--- config.mk ---
export PLATFORM = sky130hd
export DESIGN_NAME = rc_differential_thrust_mixer
export DESIGN_NICKNAME = d
export VERILOG_FILES = /design/src/hw/rtl/rcdtm_pkg.sv /design/src/hw/rtl/rc_differential_thrust_mixer.sv
export SDC_FILE = /design/constraint.sdc
export NUM_CORES = 1
export LEC_CHECK = 0
export BUFFER_PORTS_ARGS = -buffer_cell sky130_fd_sc_hd__buf_2
export CORE_MARGIN = 10
export CORE_UTILIZATION = 55
export DETAILED_ROUTE_END_ITERATION = 6
export GPL_TIMING_DRIVEN = 0
export PLACE_DENSITY = 0.82
export REMOVE_ABC_BUFFERS = 1
export SYNTH_ARGS = -nofsm -noshare
export SYNTH_HDL_FRONTEND = slang
export SYNTH_SLANG_ARGS = --single-unit
--- constraint.sdc ---
create_clock -name i_clk -period 10.36 [get_ports i_clk]
set_input_delay 2.072 -clock i_clk [delete_from_list [all_inputs] [get_ports i_clk]]
set_output_delay 2.072 -clock i_clk [all_outputs]
set_load 0.005 [all_outputs]
--- src/hw/rtl/rcdtm_pkg.sv ---
`timescale 1ns / 1ps

package rcdtm_pkg;

    // field widths
    localparam int RAW_W     = 11;
    localparam int DRIVE_W   = 10;
    localparam int DZ_W      = 10;
    localparam int FRAC_BITS = 6;
    localparam int SMOOTH_W  = DRIVE_W + FRAC_BITS;

    // stream packing
    localparam int S_TDATA_W = 40;
    localparam int M_TDATA_W = 32;

    // nominal raw stick span
    localparam logic [RAW_W-1:0] RAW_LO = 11'd172;
    localparam logic [RAW_W-1:0] RAW_HI = 11'd1811;
    localparam longint RAW_SPAN = 1639;

    // scaled drive limits
    localparam logic [DRIVE_W-1:0] DRIVE_MAX = 10'd1023;
    localparam logic [DRIVE_W-1:0] DRIVE_MID = 10'd512;
    localparam logic [DZ_W-1:0]    DZ_RESET  = 10'd60;

    // reciprocal multiply: floor(d * k / span) == (d * ceil(k * 2^s / span)) >> s
    // exact for d < span because d * rounding error stays below 2^s
    localparam int RECIP_SHIFT = 22;
    localparam int MULT_W      = 23;
    localparam int PROD_W      = RAW_W + MULT_W;
    localparam longint FWD_MULT_L =
        (longint'(1023) * (longint'(1) << RECIP_SHIFT) + RAW_SPAN - 1) / RAW_SPAN;
    localparam longint TURN_MULT_L =
        (longint'(2046) * (longint'(1) << RECIP_SHIFT) + RAW_SPAN - 1) / RAW_SPAN;
    localparam logic [MULT_W-1:0] FWD_MULT  = FWD_MULT_L[MULT_W-1:0];
    localparam logic [MULT_W-1:0] TURN_MULT = TURN_MULT_L[MULT_W-1:0];

    // smoother reset values in u10.FRAC_BITS
    localparam logic [SMOOTH_W-1:0] SMOOTH_ZERO = '0;
    localparam logic [SMOOTH_W-1:0] SMOOTH_MID  = {DRIVE_MID, {FRAC_BITS{1'b0}}};

    // half-weight first order smoother with truncation
    function automatic logic [SMOOTH_W-1:0] smooth_step(
        input logic [SMOOTH_W-1:0] s,
        input logic [DRIVE_W-1:0]  x
    );
        logic [SMOOTH_W:0] sum;
        sum = {1'b0, x, {FRAC_BITS{1'b0}}} + {1'b0, s};
        return sum[SMOOTH_W:1];
    endfunction

endpackage

--- src/hw/rtl/rc_differential_thrust_mixer.sv ---
`timescale 1ns / 1ps
// a frame accepted on s_axis passes stage a, stage b and stage c, whose smoother registers drive m_axis
// throughput: one frame per cycle while m_axis is not stalled, set by the three-register pipeline with a common stall
// the pipeline stalls only when m_axis holds a result that is not taken
// reset (synchronous, active low): pipeline empty, deadzone 60, lift smoother 0,
// left and right smoothers at midpoint 512

module rc_differential_thrust_mixer (
    input  logic                           i_clk,
    input  logic                           i_rst_n,
    // deadzone write channel
    input  logic                           i_cfg_valid,
    output logic                           o_cfg_ready,
    input  logic [rcdtm_pkg::DZ_W-1:0]     i_cfg_data,
    // radio frame input
    input  logic                           s_axis_tvalid,
    output logic                           s_axis_tready,
    // [10:0] aileron_raw, [21:11] elevator_raw, [32:22] throttle_raw, [39:33] zero
    input  logic [rcdtm_pkg::S_TDATA_W-1:0] s_axis_tdata,
    // drive output
    output logic                           m_axis_tvalid,
    input  logic                           m_axis_tready,
    // [9:0] inflate_drive, [19:10] left_drive, [29:20] right_drive, [31:30] zero
    output logic [rcdtm_pkg::M_TDATA_W-1:0] m_axis_tdata
);
    import rcdtm_pkg::*;

    // pipeline advance: the last stage is free or being emptied this cycle
    logic w_adv;
    assign w_adv = !m_axis_tvalid || m_axis_tready;
    assign s_axis_tready = w_adv;

    // the deadzone register is always writable
    assign o_cfg_ready = 1'b1;

    logic [DZ_W-1:0] r_deadzone;
    always_ff @(posedge i_clk) begin
        if (!i_rst_n) begin
            r_deadzone <= DZ_RESET;
        end else if (i_cfg_valid) begin
            r_deadzone <= i_cfg_data;
        end
    end

    // ------------------------------------------------------------------
    // stage a: input register
    // ------------------------------------------------------------------
    logic             r_va;
    logic [RAW_W-1:0] r_ail_raw, r_elv_raw, r_thr_raw;

    always_ff @(posedge i_clk) begin
        if (!i_rst_n) begin
            r_va <= 1'b0;
        end else if (w_adv) begin
            r_va <= s_axis_tvalid;
        end
    end

    always_ff @(posedge i_clk) begin
        if (w_adv && s_axis_tvalid) begin
            r_ail_raw <= s_axis_tdata[RAW_W-1:0];
            r_elv_raw <= s_axis_tdata[2*RAW_W-1:RAW_W];
            r_thr_raw <= s_axis_tdata[3*RAW_W-1:2*RAW_W];
        end
    end

    // ------------------------------------------------------------------
    // stage b: linear scaling by reciprocal multiply, then clamp
    // below the nominal span the truncated quotient always clamps low,
    // at or above its top it always clamps high, so only the offset
    // inside the span goes through the multiplier
    // ------------------------------------------------------------------
    logic [RAW_W-1:0]   w_ail_off, w_elv_off, w_thr_off;
    logic [PROD_W-1:0]  w_ail_prod, w_elv_prod, w_thr_prod;
    logic [RAW_W-1:0]   w_ail_q, w_elv_q, w_thr_q;
    logic signed [RAW_W:0] w_turn_wide;
    logic signed [RAW_W-1:0] n_turn;
    logic [DRIVE_W-1:0] n_fwd, n_lift;

    assign w_ail_off = r_ail_raw - RAW_LO;
    assign w_elv_off = r_elv_raw - RAW_LO;
    assign w_thr_off = r_thr_raw - RAW_LO;

    assign w_ail_prod = PROD_W'(w_ail_off) * PROD_W'(TURN_MULT);
    assign w_elv_prod = PROD_W'(w_elv_off) * PROD_W'(FWD_MULT);
    assign w_thr_prod = PROD_W'(w_thr_off) * PROD_W'(FWD_MULT);

    assign w_ail_q = w_ail_prod[RECIP_SHIFT +: RAW_W];
    assign w_elv_q = w_elv_prod[RECIP_SHIFT +: RAW_W];
    assign w_thr_q = w_thr_prod[RECIP_SHIFT +: RAW_W];

    // turn spans -1023..1023: quotient over 0..2046 minus 1023
    assign w_turn_wide = $signed({1'b0, w_ail_q}) - $signed({2'b00, DRIVE_MAX});

    always_comb begin
        if (r_ail_raw < RAW_LO) begin
            n_turn = -$signed({1'b0, DRIVE_MAX});
        end else if (r_ail_raw >= RAW_HI) begin
            n_turn = $signed({1'b0, DRIVE_MAX});
        end else begin
            n_turn = w_turn_wide[RAW_W-1:0];
        end

        if (r_elv_raw < RAW_LO) begin
            n_fwd = '0;
        end else if (r_elv_raw >= RAW_HI) begin
            n_fwd = DRIVE_MAX;
        end else begin
            n_fwd = w_elv_q[DRIVE_W-1:0];
        end

        if (r_thr_raw < RAW_LO) begin
            n_lift = '0;
        end else if (r_thr_raw >= RAW_HI) begin
            n_lift = DRIVE_MAX;
        end else begin
            n_lift = w_thr_q[DRIVE_W-1:0];
        end
    end

    logic                    r_vb;
    logic signed [RAW_W-1:0] r_turn;
    logic [DRIVE_W-1:0]      r_fwd, r_lift;

    always_ff @(posedge i_clk) begin
        if (!i_rst_n) begin
            r_vb <= 1'b0;
        end else if (w_adv) begin
            r_vb <= r_va;
        end
    end

    always_ff @(posedge i_clk) begin
        if (w_adv && r_va) begin
            r_turn <= n_turn;
            r_fwd  <= n_fwd;
            r_lift <= n_lift;
        end
    end

    // ------------------------------------------------------------------
    // stage c: deadzones, differential mix, smoothers
    // ------------------------------------------------------------------
    logic signed [DZ_W+1:0]    w_dz_s, w_fwd_s, w_turn_s, w_mid_s;
    logic                      w_fwd_keep, w_turn_keep;
    logic [DRIVE_W-1:0]        w_fwd_dz;
    logic signed [RAW_W-1:0]   w_turn_dz;
    logic signed [DRIVE_W+2:0] w_left_sum, w_right_sum;
    logic [DRIVE_W-1:0]        w_left, w_right;

    assign w_dz_s   = $signed({2'b00, r_deadzone});
    assign w_fwd_s  = $signed({2'b00, r_fwd});
    assign w_mid_s  = $signed({2'b00, DRIVE_MID});
    assign w_turn_s = (DZ_W+2)'(r_turn);

    // forward snaps to the midpoint inside the band, turn snaps to zero
    assign w_fwd_keep  = (w_fwd_s <= w_mid_s - w_dz_s) || (w_fwd_s >= w_mid_s + w_dz_s);
    assign w_turn_keep = (w_turn_s <= -w_dz_s) || (w_turn_s >= w_dz_s);

    assign w_fwd_dz  = w_fwd_keep ? r_fwd : DRIVE_MID;
    assign w_turn_dz = w_turn_keep ? r_turn : '0;

    assign w_left_sum  = $signed({3'b000, w_fwd_dz}) + (DRIVE_W+3)'(w_turn_dz);
    assign w_right_sum = $signed({3'b000, w_fwd_dz}) - (DRIVE_W+3)'(w_turn_dz);

    always_comb begin
        if (w_left_sum < 0) begin
            w_left = '0;
        end else if (w_left_sum > $signed({3'b000, DRIVE_MAX})) begin
            w_left = DRIVE_MAX;
        end else begin
            w_left = w_left_sum[DRIVE_W-1:0];
        end

        if (w_right_sum < 0) begin
            w_right = '0;
        end else if (w_right_sum > $signed({3'b000, DRIVE_MAX})) begin
            w_right = DRIVE_MAX;
        end else begin
            w_right = w_right_sum[DRIVE_W-1:0];
        end
    end

    // smoother state doubles as the output register
    logic                r_vc;
    logic [SMOOTH_W-1:0] r_inflate_smooth, r_left_smooth, r_right_smooth;
    logic [SMOOTH_W-1:0] n_inflate_smooth, n_left_smooth, n_right_smooth;

    assign n_inflate_smooth = smooth_step(r_inflate_smooth, r_lift);
    assign n_left_smooth    = smooth_step(r_left_smooth, w_left);
    assign n_right_smooth   = smooth_step(r_right_smooth, w_right);

    always_ff @(posedge i_clk) begin
        if (!i_rst_n) begin
            r_vc             <= 1'b0;
            r_inflate_smooth <= SMOOTH_ZERO;
            r_left_smooth    <= SMOOTH_MID;
            r_right_smooth   <= SMOOTH_MID;
        end else if (w_adv) begin
            r_vc <= r_vb;
            if (r_vb) begin
                r_inflate_smooth <= n_inflate_smooth;
                r_left_smooth    <= n_left_smooth;
                r_right_smooth   <= n_right_smooth;
            end
        end
    end

    // drives are the integer parts of the smoother state
    assign m_axis_tvalid = r_vc;
    assign m_axis_tdata  = {
        (M_TDATA_W - 3*DRIVE_W)'(0),
        r_right_smooth[SMOOTH_W-1:FRAC_BITS],
        r_left_smooth[SMOOTH_W-1:FRAC_BITS],
        r_inflate_smooth[SMOOTH_W-1:FRAC_BITS]
    };

endmodule

==> Yosys cells after proc, flatten, opt, wreduce, memory -nomap -nowiden <==
Index checks and enable logic that the tools add are counted.
{ "classes": {"addsub": 12, "mux": 9, "reduce_logical": 8, "n_mul": 3, "n_lt_le_gt_ge": 14} }
{ "op_table": {"columns": ["cell", "n"], "rows": [
  ["2-to-1 mux 10 bit", 7],
  ["multiplier 11 x 21 -> 31 bit, second input constant", 2],
  ["adder 16 x 16 -> 17 bit", 3],
  [">= comparator 11 bit, second input constant", 3],
  ["< comparator 11 x 8 -> 1 bit, second input constant", 3],
  ["multiplier 11 x 23 -> 33 bit, second input constant", 1],
  ["subtractor 11 x 8 -> 11 bit, second input constant", 3],
  ["> comparator 12 x 11 -> 1 bit, second input constant", 2],
  ["< comparator 12 x 1 -> 1 bit, second input constant", 2],
  ["2-to-1 mux 11 bit", 2],
  ["adder 11 x 11 -> 12 bit", 1],
  ["<= comparator 11 x 12 -> 1 bit", 1],
  ["negator 10 -> 12 bit", 1],
  ["subtractor 11 x 11 -> 12 bit", 1],
  ["adder 10 x 10 -> 11 bit, first input constant", 1],
  [">= comparator 10 x 11 -> 1 bit", 1],
  [">= comparator 11 bit", 1],
  ["<= comparator 11 bit", 1],
  ["subtractor 10 x 10 -> 11 bit, first input constant", 1],
  ["subtractor 11 x 10 -> 11 bit, second input constant", 1],
  ["logical OR 1 bit", 3],
  ["logical AND 1 bit", 2],
  ["AND reduction 2 bit", 1],
  ["OR reduction 2 bit", 1],
  ["zero test 1 bit", 1]
]} }
{ "totals": {"reg_bits": 125, "in_bits": 55, "out_inout_bits": 35, "word_cells": 60} }

==> Depth between registers and ports, before layout <==
Gate-level depths: netlist of the first run.
{ "logic_depth": {"ltp_word": 9, "depth_mapped": 41} }

==> Worst setup path before layout of the first run <==
Ideal clock, no wire load.
{ "synth_timing": {"path_kind": "register to register", "startpoint": "reg r_deadzone[0]", "endpoint": "reg r_right_smooth[15]", "arrival_ns": 7.317, "required_ns": 10.223, "stages_incl_launch_ff": 40, "setup_slack_ns": 2.906, "n_path_buf": 1, "path_cell_list": "dfxtp_1 -> inv_1 -> ha_1 -> inv_1 -> ha_1 -> nor2b_1 -> o21a_1 -> o21ai_0 -> nand2b_1 -> maj3_2 -> maj3_2 -> maj3_2 -> a21o_1 -> maj3_2 -> a221o_1 -> nand4_1 -> buf_6 -> nand2_1 -> [... 4 more ...] -> a21boi_0 -> o41ai_1 -> a21oi_1 -> a211oi_1 -> a31oi_1 -> a21oi_1 -> ha_1 -> nor2b_1 -> o21ai_0 -> nand2b_1 -> a21o_1 -> a21o_1 -> nand2_1 -> nand2_1 -> a21o_1 -> a21o_1 -> a211oi_1 -> o21ai_0"} }
{ "synth_via": {"elab_chain_cells": 9} }
{ "synth_rtl": {"columns": ["element", "line", "rtl"], "rows": [
  ["start: declaration", "rc_differential_thrust_mixer.sv:36", "logic [DZ_W-1:0] r_deadzone;"],
  ["start signal: assignment", "rc_differential_thrust_mixer.sv:41", "r_deadzone <= i_cfg_data;"],
  ["negator 10 -> 12 bit, or another cell as far along", "rc_differential_thrust_mixer.sv:158", "assign w_turn_keep = (w_turn_s <= -w_dz_s) || (w_turn_s >= w_dz_s);"],
  ["<= comparator 11 x 12 -> 1 bit, or another cell as far along", "rc_differential_thrust_mixer.sv:158", null],
  ["logical OR 1 bit, on equally long branches", "rc_differential_thrust_mixer.sv:158, rc_differential_thrust_mixer.sv:157", null],
  ["2-to-1 mux 11 bit or 2-to-1 mux 10 bit (tied branches)", "rc_differential_thrust_mixer.sv:161, rc_differential_thrust_mixer.sv:160", null],
  ["subtractor 11 x 11 -> 12 bit *", "rc_differential_thrust_mixer.sv:164", "assign w_right_sum = $signed({3'b000, w_fwd_dz}) - (DRIVE_W+3)'(w_turn_dz);"],
  ["> comparator 12 x 11 -> 1 bit", "rc_differential_thrust_mixer.sv:177", "end else if (w_right_sum > $signed({3'b000, DRIVE_MAX})) begin"],
  ["2-to-1 mux 10 bit", "rc_differential_thrust_mixer.sv:177", null],
  ["2-to-1 mux 10 bit *", "rc_differential_thrust_mixer.sv:175", "if (w_right_sum < 0) begin"],
  ["adder 16 x 16 -> 17 bit *", "rcdtm_pkg.sv:48", "sum = {1'b0, x, {FRAC_BITS{1'b0}}} + {1'b0, s};"],
  ["end signal: assignment", "rc_differential_thrust_mixer.sv:204", "r_right_smooth <= n_right_smooth;"],
  ["end: declaration", "rc_differential_thrust_mixer.sv:186", "logic [SMOOTH_W-1:0] r_inflate_smooth, r_left_smooth, r_right_smooth;"]
]} }
Mark *: on every way between the ends. The rest lies on a longest branch, timed or not.
A chain may end at the register's enable or synchronous reset.

==> Worst setup path in the final report of the first run <==
Same ends and word-level chain as after synthesis.

==> metrics, run 1 <==
Post-CTS Setup Bufs=0; multiplexer share of the synthesized area=0.00729; WHS=0.498 ns; number of global-route vias before repair=12.8k; Die W=193 um; CTS Sinks=107; share of the synthesized area in the top cell type=0.248; post-CTS sizing=0; post-route clock skew=0.0162 ns; post-layout util=0.592; Avg WL per Cell=16.0 um; CTS Hold Bufs=0; gpl congestion=0.961; post-synthesis simple-gate area fraction=0.103; post-synthesis sequential area ratio=0.169; area of the die=0.0373 mm^2; dpl hpwl=29500 um; final worst slack=1.71 ns; YS warnings=0; CP startpoint kind=flip-flop; CP max stage cell=a31oi_1; PortBufs=79; CTS Buffer Depth=2; GRT Total Usage=0.193; Final Cycle Share=0.835; Post-synth top flop=edfxtp_1; fraction of layout cells with a size suffix above 1=0.0706; hold crit path type=flip-flop to flip-flop; Syn Area/Cell=9.59 um^2; largest net degree at the start of global routing=49; worst hold start=r_right_smooth[8]$_SDFFE_PN0P_; clk slew on worst S/H paths=0.08 ns; drt first pass iters=5; DR vias/cell=5.55; Post-synth EDFFs=64; DRT Wirelength=34800 um; fmax=116 MHz; Fillers=2456; post-synthesis adder-cell area fraction=0.452; Layout area overhead=6.44%; TritonCTS buffer count=9; Die Ht=193 um; main combinational cell family by area after synthesis=adder cells; Core ar.=0.0296 mm^2; status=completed; R2R setup slack=1.71 ns; Synth Area in Compound Gates=0.129; final setup vio count=0; Synth area leader=ha_1; cell mode on critical path=a21o_1; Initial Utilization=0.556; Final Hold Viols=0; RR Endpoint=r_right_smooth[15]$_SDFFE_PN1P_; first-pass GRT wire length=59100 um; worst reg2reg path depth=38; CTS tree=built; Netlist cell types=81; synth top area cells=ha_1 25%, fa_1 20%, edfxtp_1 12%, inv_1 7.0%, dfxtp_1 5.2%; hold path depth=2; critical path's largest stage delay=0.55 ns; RSZ-0062 raised after global routing=no; required time of the worst setup path=10.57 ns; drt drc=0; grt total ovfl=0; Critical Path Fanout Max=12; DR iter-0 viols=514; Core Rows=63; Root Driver=clkbuf_16; Async SR Flop Fraction=0; Tmin final=8.65 ns; CP Capture Type=flip-flop; Setup TNS=0 ns; synthesized area=0.0165 mm^2; worst slack at placement=1.76 ns; initial antenna violation count=0; Post-Syn Instances=1719; Hold Path End=r_right_smooth[8]$_SDFFE_PN0P_; antenna-violating nets left=0; nets=2327; relative slew slack=0.217; via count=12.1k; Max Slew Vio Count=0; Worst Tran Pin Value=1.17 ns; CTS H-Tree Depth=3; worst path arrival time=8.86 ns; max cap viols=0; I/O pin count=90; xor/xnor share of the synthesized area=0.0609; CP Class=flip-flop to flip-flop; clock latency on the worst-skew pair=0.37 ns; FF-to-FF Start=r_deadzone[0]$_SDFFE_PN0P_; Yosys reg bits=107
## cell usage after synthesis (7+ instances only)
| master | number |
|---|---|
| a211oi_1 | 7 |
| xnor2_1 | 78 |
| nand3_1 | 31 |
| mux2i_1 | 12 |
| nor2_1 | 51 |
| nand2_1 | 93 |
| inv_1 | 306 |
| a21oi_1 | 102 |
| nand4_1 | 15 |
| dfxtp_1 | 43 |
| o21bai_1 | 10 |
| clkbuf_1 | 24 |
| a21o_1 | 40 |
| fa_1 | 165 |
| o211ai_1 | 9 |
| xor2_1 | 29 |
| nor3_1 | 26 |
| nor2b_1 | 27 |
| a21boi_0 | 8 |
| o21a_1 | 17 |
| nand2b_1 | 21 |
| ha_1 | 327 |
| and2_1 | 28 |
| edfxtp_1 | 64 |
| o31ai_1 | 9 |
| o21ai_0 | 59 |
## metrics by stage
step	std cells	area, um^2
finish	2177	17500
global route	2175	17500
CTS	2175	17500
detailed placement	2159	17200
global placement	2158	17200
floorplan	1689	16300
## registers in the layout (all words and copies together) (netlist names)
signal and flops:
r_ail_raw 11, r_elv_raw 11, r_thr_raw 11, r_turn 11, r_deadzone 10, r_fwd 10
r_inflate_smooth 10, r_left_smooth 10, r_lift 10, r_right_smooth 10, m_axis_tvalid 1, r_va 1
r_vb 1
## critical path, delay by kind of cell (launching register included)
kind | cells | cell delay (ns)
DFF | 1 | 0.52
AOI/OAI and AO/OA | 18 | 3.83
buffers and inverters | 2 | 0.18
adders and majority gates | 9 | 2.85
and+or+nand+nor | 9 | 1.10
## routing by layer
| layer | up-vias | share of wire | GRT usage |
|---|---|---|---|
| li1 | 5961 | - | - |
| met1 | 5801 | 0.44 | 0.235 |
| met2 | 270 | 0.50 | 0.346 |
| met3 | 57 | 0.042 | 0.0268 |
| met4 | 0 | 0.021 | 0.0559 |
| met5 | - | 0 | 0 |
## logic make-up after synthesis
| logic type | Yosys count |
|---|---|
| AO/OA/AOI/OAI | 324 |
| XOR/XNOR | 110 |
| adder cells (fa/ha/maj) | 496 |
| buffers and inverters | 338 |
| flip-flops | 107 |
| multiplexers | 12 |
| other | 2 |
| AND/OR/NAND/NOR | 330 |
## worst max-delay path by stage
stage | endpoint | slack, ns | from
global route | r_right_smooth[15]$_SDFFE_PN1P_ | 1.10 | r_deadzone[0]$_SDFFE_PN0P_
detailed placement | r_right_smooth[15]$_SDFFE_PN1P_ | 1.76 | r_deadzone[0]$_SDFFE_PN0P_
finish | r_right_smooth[15]$_SDFFE_PN1P_ | 1.71 | r_deadzone[0]$_SDFFE_PN0P_
floorplan | r_left_smooth[13]$_SDFFE_PN0P_ | 2.90 | r_deadzone[0]$_SDFFE_PN0P_
global placement | r_right_smooth[15]$_SDFFE_PN1P_ | 1.94 | r_deadzone[0]$_SDFFE_PN0P_
CTS | r_right_smooth[15]$_SDFFE_PN1P_ | 1.70 | r_deadzone[0]$_SDFFE_PN0P_
## layout make-up
class	count	area [um^2]	share of cell area
Multi-Input combinational cell	1275	12400	0.708
Sequential cell	107	2780	0.159
Inverter	307	1150	0.0657
Tap cell	390	488	0.0278
Timing Repair Buffer	80	403	0.0230
Clock buffer	9	225	0.0128
Clock inverter	7	60.1	0.00342
Antenna cell	2	5.00	0.000285
## cell usage in the layout, fill, tap and decap left out, types with 43 or more instances in the layout
cell type / count
nor2_1: 51
edfxtp_1: 64
buf_2: 79
nand2_1: 93
inv_1: 306
fa_1: 165
xnor2_1: 78
dfxtp_1: 43
o21ai_0: 59
ha_1: 327
a21oi_1: 102
Power of run 1 is not shown: default switching activity piles up to over one toggle a cycle in this logic, so the estimate is an artifact.
==> run 2, diff against run 1 <==
--- a/config.mk
+++ b/config.mk
@@ -5,12 +5,13 @@
 export SDC_FILE = /design/constraint.sdc
 export NUM_CORES = 1
 export LEC_CHECK = 0
+export ABC_AREA = 1
 export BUFFER_PORTS_ARGS = -buffer_cell sky130_fd_sc_hd__buf_2
 export CORE_MARGIN = 10
 export CORE_UTILIZATION = 55
 export DETAILED_ROUTE_END_ITERATION = 6
 export GPL_TIMING_DRIVEN = 0
-export PLACE_DENSITY = 0.82
+export PLACE_DENSITY = 0.85
 export REMOVE_ABC_BUFFERS = 1
 export SYNTH_ARGS = -nofsm -noshare
 export SYNTH_HDL_FRONTEND = slang
==> constraint.sdc (replaced) <==
create_clock -name i_clk -period 7.05 [get_ports i_clk]
set_input_delay 1.41 -clock i_clk [delete_from_list [all_inputs] [get_ports i_clk]]
set_output_delay 1.41 -clock i_clk [all_outputs]
set_load 0.005 [all_outputs]
==> metrics, run 2 <==
synthesized area=0.0176 mm^2; final setup vio count=0; most common cell in the netlist=inv_1; TritonCTS buffer count=9; post-synthesis sequential area ratio=0.158; via count=14.6k; drt first pass iters=5; clock latency on the worst-skew pair=0.39 ns; clk slew on worst S/H paths=0.09 ns; Layout area overhead=9.03%; status=completed; Post-Syn Instances=2166; initial antenna violation count=0; DR iter-0 viols=993; grt total ovfl=0; Post-synth top flop=edfxtp_1; post-layout util=0.608; worst path arrival time=6.95 ns; required time of the worst setup path=7.20 ns; most frequent cells in the layout=467 x inv_1, 322 x ha_1, 294 x nand2_1; CTS Buffer Depth=2; Synth area leader=ha_1; area of the die=0.0395 mm^2; Critical Path Fanout Max=6; CP Capture Type=flip-flop; CTS tree=built; Netlist cell types=57; number of global-route vias before repair=15.0k; I/O pin count=90; Initial Utilization=0.558; Post-synth EDFFs=64; hold crit path type=flip-flop to flip-flop; post-route clock skew=0.0186 ns; nets=2802; Yosys reg bits=107; Core Rows=65; gpl congestion=0.963; antenna-violating nets left=0; Max Slew Vio Count=0; GRT Total Usage=0.211; Setup TNS=0 ns; Final Cycle Share=0.964; Final Hold Viols=0; CTS Sinks=107; Avg WL per Cell=15.4 um; Ant. Diodes=0; Syn Area/Cell=8.12 um^2; fmax=147 MHz; CP max stage cell=fa_2; Post-synth top cells=473 x inv_1, 327 x ha_1, 296 x nand2_1, 165 x fa_1, 158 x a21oi_1; CTS Hold Bufs=0; Die Ht=199 um; DRT Wirelength=41000 um; cell mode on critical path=nand2_1; synth top area cells=ha_1 23%, fa_1 19%, edfxtp_1 11%, inv_1 10%, nand2_1 6.3%; relative slew slack=0.266; fraction of layout cells with a size suffix above 1=0.0956; drt drc=0; Die W=199 um; Root Driver=clkbuf_16; DR vias/cell=5.49; Core ar.=0.0316 mm^2; PortBufs=79; Async SR Flop Fraction=0; share of the synthesized area in the top cell type=0.233; CP startpoint kind=flip-flop; CTS H-Tree Depth=3; critical path's largest stage delay=0.64 ns; largest net degree at the start of global routing=46; final worst slack=0.250 ns; dpl hpwl=33600 um; YS warnings=0; worst slack at placement=-0.771 ns; Worst Tran Pin Value=1.10 ns; most common cell after layout, fill and taps aside=inv_1; WHS=0.472 ns; Tmin final=6.80 ns; CP Class=flip-flop to flip-flop; first-pass GRT wire length=69200 um; max cap viols=0
## run 2: cell type report
cell class | count | area, um^2
multi-input cells | 1561 | 13200
inverters | 479 | 1810
flip-flops and latches | 107 | 2780
clock buffers | 9 | 225
fillers | 2624 | 12400
well taps | 402 | 503
clock inverters | 7 | 88.8
repair buffers | 97 | 531
## run 2: per-stage QoR
step | cells | cell area, um^2
5_1_grt | 2662 | 19200
4_1_cts | 2649 | 18800
3_3_place_gp | 2628 | 18400
3_5_place_dp | 2628 | 18400
2_1_floorplan | 2147 | 17500
6_report | 2662 | 19200
## run 2: critical path: cells and delay by family (launching register included)
kind | cells | cell delay [ns]
AOI/OAI and AO/OA | 7 | 1.20
and+or+nand+nor | 8 | 0.86
DFF | 1 | 0.47
adders and majority gates | 6 | 3.03
xor gates and xnor gates | 2 | 0.47
buffers and inverters | 5 | 0.52
## run 2: logic make-up after synthesis
logic type / share of synthesized area
adders and majority gates: 0.420
xor gates and xnor gates: 0.0408
DFF: 0.158
AOI/OAI and AO/OA: 0.113
buffers and inverters: 0.107
and+or+nand+nor: 0.160
other: 0.000427
## run 2: metal layers
metal,GRT usage,share of wire,vias up
met2,0.377,0.50,378
met3,0.0252,0.043,70
met4,0.0540,0.019,0
met5,0,0,-
li1,-,-,7198
met1,0.263,0.44,6980
## run 2: worst paths after layout
| kind | startpoint | end | slack, ns | cells after the start |
|---|---|---|---|---|
| worst max-delay path | r_ail_raw[3]$_DFFE_PP_ | r_turn[9]$_SDFFCE_PP0P_ | 0.25 | 28 |
| worst min-delay path | r_vb$_SDFFE_PN0N_ | r_vb$_SDFFE_PN0N_ | 0.47 | 2 |
| worst max register to register | r_ail_raw[3]$_DFFE_PP_ | r_turn[9]$_SDFFCE_PP0P_ | 0.25 | 28 |
| worst min register to register | r_vb$_SDFFE_PN0N_ | r_vb$_SDFFE_PN0N_ | 0.47 | 2 |
## run 2: timing repair
item                                    4_1_cts  5_1_grt
pin swaps                                     4        9
resized for setup                            10       57
cloned                                        0        0
endpoints found under the setup margin       16       30
setup buffers                                 5       13
Power of run 2 is left out for the same reason.
==> run 3, diff against run 2 <==
--- a/config.mk
+++ b/config.mk
@@ -11,7 +11,7 @@
 export CORE_UTILIZATION = 55
 export DETAILED_ROUTE_END_ITERATION = 6
 export GPL_TIMING_DRIVEN = 0
-export PLACE_DENSITY = 0.85
+export PLACE_DENSITY = 0.86
 export REMOVE_ABC_BUFFERS = 1
 export SYNTH_ARGS = -nofsm -noshare
 export SYNTH_HDL_FRONTEND = slang
==> metrics, run 3 (same netlist as run 2, synthesis figures left out) <==
status=completed; via count=15.0k; Die Ht=199 um; WHS=0.473 ns; drt first pass iters=5; Avg WL per Cell=16.4 um; max cap viols=0; CTS tree=built; Final Hold Viols=0; relative slew slack=0.275; post-layout util=0.611; I/O pin count=90; area of the die=0.0395 mm^2; GRT Total Usage=0.217; nets=2807; gpl congestion=0.969; CTS H-Tree Depth=3; Core ar.=0.0316 mm^2; required time of the worst setup path=7.20 ns; CTS Hold Bufs=0; worst path arrival time=6.99 ns; dpl hpwl=34200 um; Core Rows=65; grt total ovfl=0; DR vias/cell=5.63; antenna-violating nets left=0; Final Cycle Share=0.970; first-pass GRT wire length=70800 um; DRT Wirelength=43800 um; Initial Utilization=0.558; Critical Path Fanout Max=4; Post-Place Cells=2629; non-filler cells in the finished layout=2667; Worst Tran Pin Value=1.09 ns; post-route clock skew=0.0135 ns; CTS Buffer Depth=2; Max Slew Vio Count=0; fmax=146 MHz; fraction of layout cells with a size suffix above 1=0.102; final setup vio count=0; number of global-route vias before repair=15.4k; most frequent cells in the layout=466 x inv_1, 321 x ha_1, 292 x nand2_1; clock latency on the worst-skew pair=0.39 ns; clk slew on worst S/H paths=0.09 ns; placed inst area=0.0184 mm^2; Tmin final=6.84 ns; largest net degree at the start of global routing=46; critical path's largest stage delay=0.63 ns; CP max stage cell=fa_2; TritonCTS buffer count=9; Layout area overhead=9.60%; CTS Sinks=107; PortBufs=79; hold crit path type=flip-flop to flip-flop; Ant. Diodes=0; RSZ-0062 raised after global routing=yes; Die W=199 um; drt drc=0; Root Driver=clkbuf_16; CP Class=flip-flop to flip-flop; CP Capture Type=flip-flop; most common cell after layout, fill and taps aside=inv_1; initial antenna violation count=0; cell area after layout=0.0193 mm^2; R2R setup slack=0.21 ns; DR iter-0 viols=1097; CP startpoint kind=flip-flop
==> run 3: worst paths after layout <==
check,start,endpoint,cells past startpoint
setup / recovery,r_ail_raw[2]$_DFFE_PP_,r_turn[6]$_SDFFCE_PP0P_,28
hold / removal,r_va$_SDFFE_PN0N_,r_va$_SDFFE_PN0N_,2
hold reg to reg,r_va$_SDFFE_PN0N_,r_va$_SDFFE_PN0N_,2
setup reg to reg,r_ail_raw[2]$_DFFE_PP_,r_turn[6]$_SDFFCE_PP0P_,28
==> run 3: worst max-delay path: cells and delay by family (launching register included) <==
kind	cells	cell delay (ns)
AO/OA/AOI/OAI	7	1.04
XOR/XNOR	2	0.46
adder cells (fa/ha/maj)	6	3.01
buffers and inverters	7	0.70
flip-flops	1	0.52
AND/OR/NAND/NOR	6	0.89
==> run 3: cell type report <==
cell class,count,area [um^2]
Multi-Input combinational cell,1561,13300
Sequential cell,107,2780
Tap cell,402,503
Timing Repair Buffer,101,561
Timing Repair inverter,1,5.00
Clock inverter,7,88.8
Fill cell,2530,12300
Clock buffer,9,225
Inverter,479,1810
==> run 3: what timing repair did <==
action,in CTS,in global routing
setup buffers,6,15
resized for setup,10,70
pin swaps,3,13
hold endpoints to repair,0,0
gates cloned,0,1
setup endpoints to repair,13,30
==> run 3: routing by layer <==
layer / global-route usage / wire length (um) / vias to the layer above
met1: 0.257 / 18100 / 7131
met5: 0 / 0 / -
met3: 0.0397 / 2700 / 128
met2: 0.383 / 21500 / 560
li1: - / - / 7185
met4: 0.0777 / 1510 / 0
==> run 3: stage by stage <==
stage / setup slack, ns / TNS, ns
3_5_place_dp: -0.613 / -4.31
3_3_place_gp: -0.515 / -3.78
4_1_cts: 0.000206 / 0
5_1_grt: -0.123 / -0.730
6_report: 0.211 / 0
2_1_floorplan: 0.432 / 0
Power of run 3 is left out for the same reason.
